--- src/design/fsle_pkg.sv ---
// ----------------------------------------------------------------------------
// fsle_pkg
// Shared types and field widths of the first-seen label enumerator.
// ----------------------------------------------------------------------------
package fsle_pkg;

  localparam int LABEL_W   = 24;
  localparam int POINT_W   = 20;
  localparam int CLUSTER_W = 6;

  // input transaction
  typedef struct packed {
    logic [LABEL_W-1:0] label;
    logic               scan_start;
  } in_item_t;

  // result transaction
  typedef struct packed {
    logic [CLUSTER_W-1:0] cluster_number;
    logic [POINT_W-1:0]   point_number;
    logic                 opened_new;
    logic                 table_overflow;
  } out_item_t;

  // lookup token walking down the cell chain
  typedef struct packed {
    logic                 vld;
    logic                 restart;  // scan starts with this point: table seen as empty
    logic                 found;    // matched or appended further up the chain
    logic                 fresh;    // appended by a cell
    logic [LABEL_W-1:0]   label;
    logic [CLUSTER_W-1:0] idx;
  } token_t;

endpackage

--- src/design/fsle_cell.sv ---
// ----------------------------------------------------------------------------
// fsle_cell
// One table entry: compares the passing token, or takes its label when this
// is the first free entry, then hands the token to the next cell.
// ----------------------------------------------------------------------------
module fsle_cell #(
  parameter int CELL_IDX = 0,
  parameter int USED_W   = 7
) (
  input  logic             clk,
  input  logic             rst_n,
  input  logic [USED_W-1:0] used_i,
  input  fsle_pkg::token_t tok_i,
  output fsle_pkg::token_t tok_o
);
  import fsle_pkg::*;

  logic [LABEL_W-1:0] entry_r;
  token_t             tok_r;
  token_t             tok_nxt;
  logic [USED_W-1:0]  eff_used;
  logic               occupied;
  logic               take;

  assign eff_used = tok_i.restart ? '0 : used_i;
  assign occupied = USED_W'(CELL_IDX) < eff_used;
  // entries fill in order, so the first free cell reached unmatched appends
  assign take     = tok_i.vld && !tok_i.found && !occupied;

  always_comb begin
    tok_nxt = tok_i;
    if (tok_i.vld && !tok_i.found) begin
      if (occupied && (entry_r == tok_i.label)) begin
        tok_nxt.found = 1'b1;
        tok_nxt.idx   = CLUSTER_W'(CELL_IDX);
      end else if (!occupied) begin
        tok_nxt.found = 1'b1;
        tok_nxt.fresh = 1'b1;
        tok_nxt.idx   = CLUSTER_W'(CELL_IDX);
      end
    end
  end

  always_ff @(posedge clk) begin
    if (!rst_n) begin
      tok_r.vld <= 1'b0;
    end else begin
      tok_r <= tok_nxt;
    end
  end

  always_ff @(posedge clk) begin
    if (take) begin
      entry_r <= tok_i.label;
    end
  end

  assign tok_o = tok_r;

endmodule

--- src/design/first_seen_label_enumerator_top.sv ---
// ----------------------------------------------------------------------------
// first_seen_label_enumerator_top
// Gives every point label a dense cluster number in order of first appearance.
// ----------------------------------------------------------------------------
// Usage:
//   Input channel: drive in_item (label, scan_start) and raise start; the
//   transaction is taken at a rising edge with start high and busy low.
//   scan_start empties the label table and restarts the point count.
//   Result channel: out_strobe is high for exactly one cycle with out_result
//   (cluster_number, point_number, opened_new, table_overflow). The receiver
//   cannot stall, so each result must be captured in its strobe cycle.
// Table chain:
//   The table is a chain of MAX_CLUSTERS cells, one entry each. A lookup
//   token enters cell 0 at acceptance and advances one cell per cycle; the
//   result is registered and strobed after the token leaves the last cell.
//   busy stays high from acceptance until the token leaves the chain, so a
//   new transaction is taken only after the previous one has left the chain.
// Table full: an unseen label is not stored; it gets cluster MAX_CLUSTERS-1
//   (masked to the field) with both opened_new and table_overflow set.
// Reset: table empty, point counter zero, no token in flight, busy low. The
//   first point after reset behaves as if scan_start were set.
// ----------------------------------------------------------------------------
module first_seen_label_enumerator_top #(
  parameter int MAX_CLUSTERS = 64
) (
  input  logic                clk,
  input  logic                rst_n,
  input  logic                start,
  output logic                busy,
  input  fsle_pkg::in_item_t  in_item,
  output logic                out_strobe,
  output fsle_pkg::out_item_t out_result
);
  import fsle_pkg::*;

  localparam int USED_W = $clog2(MAX_CLUSTERS + 1);

  logic                accept;
  token_t              head_tok;
  token_t              chain_q [MAX_CLUSTERS];
  token_t              exit_tok;

  logic [USED_W-1:0]   used_r;
  logic [USED_W-1:0]   used_nxt;
  logic [POINT_W-1:0]  point_cnt_r;
  logic [POINT_W-1:0]  point_cnt_nxt;
  logic [POINT_W-1:0]  this_point;
  logic [POINT_W-1:0]  hold_point_r;
  logic                busy_r;
  logic                busy_nxt;
  logic                out_strobe_r;
  out_item_t           out_r;
  out_item_t           out_nxt;
  logic                appended;

  assign accept = start && !busy_r;
  assign busy   = busy_r;

  // token entering the chain
  always_comb begin
    head_tok         = '0;
    head_tok.vld     = accept;
    head_tok.restart = in_item.scan_start;
    head_tok.label   = in_item.label;
  end

  // row of table cells, each handing the token to its neighbour
  for (genvar g = 0; g < MAX_CLUSTERS; g++) begin : g_cell
    if (g == 0) begin : g_first
      fsle_cell #(.CELL_IDX(g), .USED_W(USED_W)) u_cell (
        .clk    (clk),
        .rst_n  (rst_n),
        .used_i (used_r),
        .tok_i  (head_tok),
        .tok_o  (chain_q[g])
      );
    end else begin : g_rest
      fsle_cell #(.CELL_IDX(g), .USED_W(USED_W)) u_cell (
        .clk    (clk),
        .rst_n  (rst_n),
        .used_i (used_r),
        .tok_i  (chain_q[g-1]),
        .tok_o  (chain_q[g])
      );
    end
  end

  assign exit_tok = chain_q[MAX_CLUSTERS-1];
  assign appended = exit_tok.vld && exit_tok.fresh;

  // point numbering: captured at acceptance, held while the token walks
  assign this_point    = in_item.scan_start ? '0 : point_cnt_r;
  assign point_cnt_nxt = accept ? this_point + POINT_W'(1) : point_cnt_r;

  // fill count is settled when the token leaves the chain
  always_comb begin
    used_nxt = used_r;
    if (exit_tok.vld) begin
      if (exit_tok.restart) begin
        used_nxt = appended ? USED_W'(1) : '0;
      end else if (appended) begin
        used_nxt = used_r + USED_W'(1);
      end
    end
  end

  always_comb begin
    busy_nxt = busy_r;
    if (accept) begin
      busy_nxt = 1'b1;
    end else if (exit_tok.vld) begin
      busy_nxt = 1'b0;
    end
  end

  // result: an unmatched token that ran off the end means the table is full
  always_comb begin
    out_nxt.cluster_number = exit_tok.found ? exit_tok.idx : CLUSTER_W'(MAX_CLUSTERS - 1);
    out_nxt.point_number   = hold_point_r;
    out_nxt.opened_new     = exit_tok.fresh || !exit_tok.found;
    out_nxt.table_overflow = !exit_tok.found;
  end

  always_ff @(posedge clk) begin
    if (!rst_n) begin
      used_r       <= '0;
      point_cnt_r  <= '0;
      busy_r       <= 1'b0;
      out_strobe_r <= 1'b0;
    end else begin
      used_r       <= used_nxt;
      point_cnt_r  <= point_cnt_nxt;
      busy_r       <= busy_nxt;
      out_strobe_r <= exit_tok.vld;
    end
  end

  always_ff @(posedge clk) begin
    if (accept) begin
      hold_point_r <= this_point;
    end
    if (exit_tok.vld) begin
      out_r <= out_nxt;
    end
  end

  assign out_strobe = out_strobe_r;
  assign out_result = out_r;

endmodule
--- config.mk ---
export PLATFORM = sky130hd
export DESIGN_NAME = first_seen_label_enumerator_top
export DESIGN_NICKNAME = d
export VERILOG_FILES = /design/src/design/fsle_pkg.sv /design/src/design/fsle_cell.sv /design/src/design/first_seen_label_enumerator_top.sv
export SDC_FILE = /design/constraint.sdc
export NUM_CORES = 2
export LEC_CHECK = 0
export ABC_AREA = 1
export BUFFER_PORTS_ARGS = -buffer_cell sky130_fd_sc_hd__buf_4
export CAP_MARGIN = 20
export CORE_MARGIN = 8
export CORE_UTILIZATION = 45
export CTS_CLUSTER_SIZE = 28
export DETAILED_ROUTE_END_ITERATION = 6
export PLACE_DENSITY = 0.59
export SLEW_MARGIN = 30
export SYNTH_ARGS = -nofsm -noshare
export SYNTH_HDL_FRONTEND = slang
export SYNTH_SLANG_ARGS = --single-unit
--- constraint.sdc ---
create_clock -name clk -period 7 [get_ports clk]
set_input_delay 1.4 -clock clk [delete_from_list [all_inputs] [get_ports clk]]
set_output_delay 1.4 -clock clk [all_outputs]
set_load 0.02 [all_outputs]
Word-level counts from Yosys, hierarchy flattened
Cells that the tools add are included.

Output and inout port bits: 30. Flip-flop bits (word level): 3759. Logic and storage cells: 1428.

$lt $le $gt $ge: 64. Reductions and logical operators: 328. Bitwise logic cells: 2. Multiplexer cells: 512. $add $sub $neg: 2. Eq/ne operators: 64.

Operators with widths (number): $eq 24x24->1 (64); $mux 6 (186); $mux 7 (66); $mux 2 (127); $lt 6x7->1 const A (32); $logic_and 1x1->1 (193); $mux 1 (132); $logic_not 1->1 (129); $lt 5x7->1 const A (16); $lt 4x7->1 const A (8); $lt 3x7->1 const A (4); $add 20x1->20 const B (1); $mux 20 (1); $lt 1x7->1 const A (2); $lt 2x7->1 const A (2); $add 7x1->7 const B (1); $reduce_bool 2->1 (2); $reduce_or 2->1 (2); $not 1->1 (2); $reduce_and 2->1 (1); $logic_or 1x1->1 (1).

Depth between registers and ports, before layout
Depth in word-level cells: 5. Depth in mapped cells: 14. Mapped depth without buffers: 13.

Worst setup path after synthesis
OpenSTA, ideal clock, no wires.

Path kind: in2reg. From: in in_item[0] (netlist name). To: reg g_cell[0].g_first.u_cell.entry_r[0] (enable). Cell stages on the path: 4. Data required time: 6595 ps. Path buffers: 2. Arrival time: 3022 ps. Slack: 3573 ps. Path through: clkbuf_1 -> clkbuf_1 -> a21oi_1 -> nor2_1.

Word-level cells in the longest chain between the ends: 4.

RTL lines: start: declaration (RTL line first_seen_label_enumerator_top.sv:30) `input fsle_pkg::in_item_t in_item,`; $mux 7 (RTL line fsle_cell.sv:25) `assign eff_used = tok_i.restart ? '0 : used_i;`; $lt 1x7->1 (RTL line fsle_cell.sv:26) `assign occupied = USED_W'(CELL_IDX) < eff_used;`; $logic_not 1->1 (RTL line fsle_cell.sv:28) `assign take = tok_i.vld && !tok_i.found && !occupied;`; $logic_and 1x1->1 (RTL line fsle_cell.sv:28); named net g_cell[0].g_first.u_cell.take (RTL line fsle_cell.sv:23) `logic take;`; end signal: assignment (RTL line fsle_cell.sv:54) `entry_r <= tok_i.label;`; end: declaration (RTL line fsle_cell.sv:18) `logic [LABEL_W-1:0] entry_r;`.

The timed path passes the listed nets, and every way through them passes these cells. A chain may end at the register's enable or synchronous reset.

Final worst setup path
From: reg used_r[5]. To: reg g_cell[3].g_rest.u_cell.entry_r[21] (enable).

Word-level cells in the longest chain between the ends: 4.

RTL lines: start: declaration (RTL line first_seen_label_enumerator_top.sv:43) `logic [USED_W-1:0] used_r;`; start signal: assignment (RTL line first_seen_label_enumerator_top.sv:131) `used_r <= used_nxt;`; $mux 7 (RTL line fsle_cell.sv:25); $lt 2x7->1 (RTL line fsle_cell.sv:26); $logic_not 1->1 (RTL line fsle_cell.sv:28); $logic_and 1x1->1 (RTL line fsle_cell.sv:28); named net g_cell[3].g_rest.u_cell.take (RTL line fsle_cell.sv:23); end signal: assignment (RTL line fsle_cell.sv:54); end: declaration (RTL line fsle_cell.sv:18).

The timed path passes the listed nets, and every way through them passes these cells.

==> impl_metrics.env <==
export IMPL_crit_required_ps=7530
export IMPL_synth_net_count=13700
export IMPL_synth_warnings=0
export IMPL_power_per_cell_area_nw_per_um2=279
export IMPL_synthTopCellsByArea="edfxtp_1 72%, nand2_1 11%, inv_1 7.7%, nor2_1 3.0%, nand3_1 1.5%"
export IMPL_wire_per_inst_um=16.1
export IMPL_fin_crit_ps=3600
export IMPL_p_leak_uw=0.0743
export IMPL_htree_levels=5
export IMPL_layout_common_cells="4224 x nand2_1, 3609 x edfxtp_1, 3086 x inv_1, 1173 x nor2_1, 447 x nand3_1"
export IMPL_dieArea_um2=354000
export IMPL_rsz0062_at_grt="false"
export IMPL_rr_worst_depth=7
export IMPL_r2r_start="used_r[5]$_SDFFE_PN0P_"
export IMPL_hp_class="reg2reg"
export IMPL_start_kind="register"
export IMPL_hpwl_um=213000
export IMPL_clock_skew_ps=40.1
export IMPL_io_buffers=57
export IMPL_slew_viol_final=0
export IMPL_cts_root_buf="clkbuf_16"
export IMPL_startpoint="used_r[5]$_SDFFE_PN0P_"
export IMPL_crit_fanout=25
export IMPL_grt_max_degree=172
export IMPL_post_cts_setup_buffer_count=0
export IMPL_fill_cells=28900
export IMPL_worst_slew_pin_transition_ps=1030
export IMPL_async_flop_share_pct=0
export IMPL_tns_ps=0
export IMPL_crit_chain="nor2_4 -> nand2_2 -> nor2_1 -> inv_1 -> o21bai_1 -> nand2_1 -> inv_1"
export IMPL_finalHoldViolations=0
export IMPL_die_w_um=595
export IMPL_final_nets=14200
export IMPL_cts_made_buffers=382
export IMPL_endpoint="g_cell[3].g_rest.u_cell.entry_r[21]$_DFFE_PP_"
export IMPL_num_rows=212
export IMPL_slowest_delay_ps=720
export IMPL_clk_latency_ps=940
export IMPL_syn_to_final_growth_pct=12.9
export IMPL_grt_pass1_wl_um=473000
export IMPL_regToRegSetupSlack_ps=3400
export IMPL_route_vias_total=85700
export IMPL_syn_inst=13600
export IMPL_crit_top_cell="inv_1"
export IMPL_finalPower_uw=47500
export IMPL_final_common_cell="nand2_1"
export IMPL_drt_iter0_markers=6621
export IMPL_drtAntennaViolNets=0
export IMPL_synth_distinct_cells=44
export IMPL_clock_fmax_mhz=278
export IMPL_clock_sinks=3702
export IMPL_grt_pass1_vias=82200
export IMPL_post_route_period_util_pct=51.5
export IMPL_layout_drive_gt1_share_pct=6.45
export IMPL_dpl_cell_count=18100
export IMPL_grt_usage_pct=16.8
export IMPL_start_util_pct=45.2
export IMPL_via_per_inst=4.55
export IMPL_avgSynthCellArea_um2=11.1
export IMPL_max_slew_margin_rel_pct=31.3
export IMPL_synth_edf_count=3609
export IMPL_io_pins=58
export IMPL_crit_slowest_cell="inv_1"
export IMPL_setup_viol=0
export IMPL_place_gp_congestion=0.839
export IMPL_cts_tree="done"
export IMPL_path_class="reg2reg"
export IMPL_yosysTopAreaCell="edfxtp_1"
export IMPL_clock_path_buffers=4
export IMPL_antenna_found_initial=6
export IMPL_cp_end_kind="register"
export IMPL_hold_buffers=0
export IMPL_status="completed"
export IMPL_drc_errors=0
export IMPL_synth_top_area_share_pct=71.8
export IMPL_drtPass1Iterations=5
export IMPL_ys_seq_elements=3702
export IMPL_stdcell_count=18800
export IMPL_maxCapViolations=0
export IMPL_syn_area_um2=151000
export IMPL_cts_resized=0
export IMPL_drt_total_wl_um=303000
export IMPL_ir_worst_vdd_uv=216
export IMPL_die_h_um=595
export IMPL_r2r_end="g_cell[3].g_rest.u_cell.entry_r[21]$_DFFE_PP_"
export IMPL_synth_ff_type="edfxtp_1"
export IMPL_grt_overflow=0
export IMPL_yosysSeqAreaShare_pct=73.0
export IMPL_coreArea_um2=334000
export IMPL_cts_clk_slew_worst_paths_ps=60
export IMPL_arrival_ps=4130
## per-layer routing
layer | part of all wire, % | track usage (%)
met2 | 47 | 27.8
met3 | 4.1 | 2.10
met4 | 2.5 | 4.42
met5 | 0 | 0
met1 | 46 | 23.6
## how the worst min path moves through the flow
stage / slack, ps / to / from / cells past startpoint
finish: 410 / g_cell[50].g_rest.u_cell.tok_o[33]$_SDFF_PN0_ / g_cell[49].g_rest.u_cell.tok_o[33]$_SDFF_PN0_ / 2
global route: 430 / g_cell[15].g_rest.u_cell.tok_o[33]$_SDFF_PN0_ / g_cell[14].g_rest.u_cell.tok_o[33]$_SDFF_PN0_ / 2
CTS: 410 / g_cell[15].g_rest.u_cell.tok_o[33]$_SDFF_PN0_ / g_cell[14].g_rest.u_cell.tok_o[33]$_SDFF_PN0_ / 2
detailed placement: 410 / out_result[20]$_DFFE_PP_ / hold_point_r[18]$_DFFE_PP_ / 0
global placement: 410 / g_cell[31].g_rest.u_cell.tok_o[33]$_SDFF_PN0_ / g_cell[30].g_rest.u_cell.tok_o[33]$_SDFF_PN0_ / 2
floorplan: 400 / out_result[10]$_DFFE_PP_ / hold_point_r[8]$_DFFE_PP_ / 0
## cells by family (layout without fill, tap and decap cells)
family / Yosys count / after routing / share of synthesized area, %
simple gates: 6369 / 6369 / 17.0
flops: 3702 / 3702 / 73.0
buf+inv: 3132 / 3954 / 7.81
xor+xnor: 256 / 256 / 1.49
compound gates: 175 / 175 / 0.617
fa+ha+maj: 2 / 2 / 0.0166
other cells: 0 / 2 / 0
## power breakdown
| part | total [uW] | switching, uW | internal (uW) |
|---|---|---|---|
| clock | 20500 | 8610 | 11900 |
| sequential | 25900 | 711 | 25200 |
| combinational | 1180 | 768 | 413 |
| total | 47500 | 10100 | 37400 |
## worst max-delay path: cells and delay by family (launching register included)
kind	cells	cell delay [ps]
flip-flops	1	410
AO/OA/AOI/OAI	1	490
AND/OR/NAND/NOR	4	1430
buffers and inverters	2	860
## Yosys cell counts (2+ instances only)
| master | number |
|---|---|
| o21ai_1 | 3 |
| and2_1 | 5 |
| dfxtp_1 | 93 |
| or2_1 | 25 |
| buf_2 | 6 |
| nor2_1 | 1201 |
| buf_6 | 2 |
| nand2_2 | 5 |
| nand2_1 | 4224 |
| o21bai_1 | 9 |
| nor2_4 | 3 |
| clkbuf_1 | 14 |
| xnor2_1 | 216 |
| o21ai_0 | 116 |
| a21oi_1 | 35 |
| a31oi_1 | 3 |
| and2_0 | 3 |
| inv_1 | 3104 |
| nand4_1 | 119 |
| nand3b_1 | 84 |
| nor3_1 | 94 |
| xor2_1 | 40 |
| inv_2 | 5 |
| or2_2 | 139 |
| nand3_1 | 447 |
| nor2b_1 | 3 |
| nor3b_1 | 2 |
| edfxtp_1 | 3609 |
| o211ai_1 | 2 |
| or2_0 | 2 |
| nor2_2 | 7 |
| nand3_2 | 3 |
| ha_1 | 2 |
## state kept, by name, indices dropped and copies added, names as in the netlist
| signal | count |
|---|---|
| busy | 1 |
| out_result | 28 |
| out_strobe | 1 |
| used_r | 7 |
| g_cell.g_first.u_cell.tok_o | 28 |
| g_cell.g_rest.u_cell.entry_r | 1512 |
| point_cnt_r | 20 |
| hold_point_r | 20 |
| g_cell.g_rest.u_cell.tok_o | 2061 |
| g_cell.g_first.u_cell.entry_r | 24 |
## area by class of cell
class	count	area (um2)	share of cell area [%]
Multi-Input combinational cell	6802	29100	17.1
Timing Repair Buffer	130	1210	0.708
Inverter	3109	11700	6.85
Tap cell	4387	5490	3.22
Sequential cell	3702	110000	64.7
Antenna cell	2	5.00	0.00294
Clock inverter	211	2230	1.31
Clock buffer	504	10400	6.13
## through the flow
step           setup slack (ps)  hold slack [ps]  utilization [%]  area [um2]
6_report                   3400              412             51.1      170000
5_1_grt                    3170              434             51.1      170000
4_1_cts                    3400              412             51.0      170000
3_5_place_dp               3410              408             47.2      158000
3_3_place_gp               3410              411             47.2      158000
2_1_floorplan              3570              400                -      151000
(Power assumes the default switching activity.)
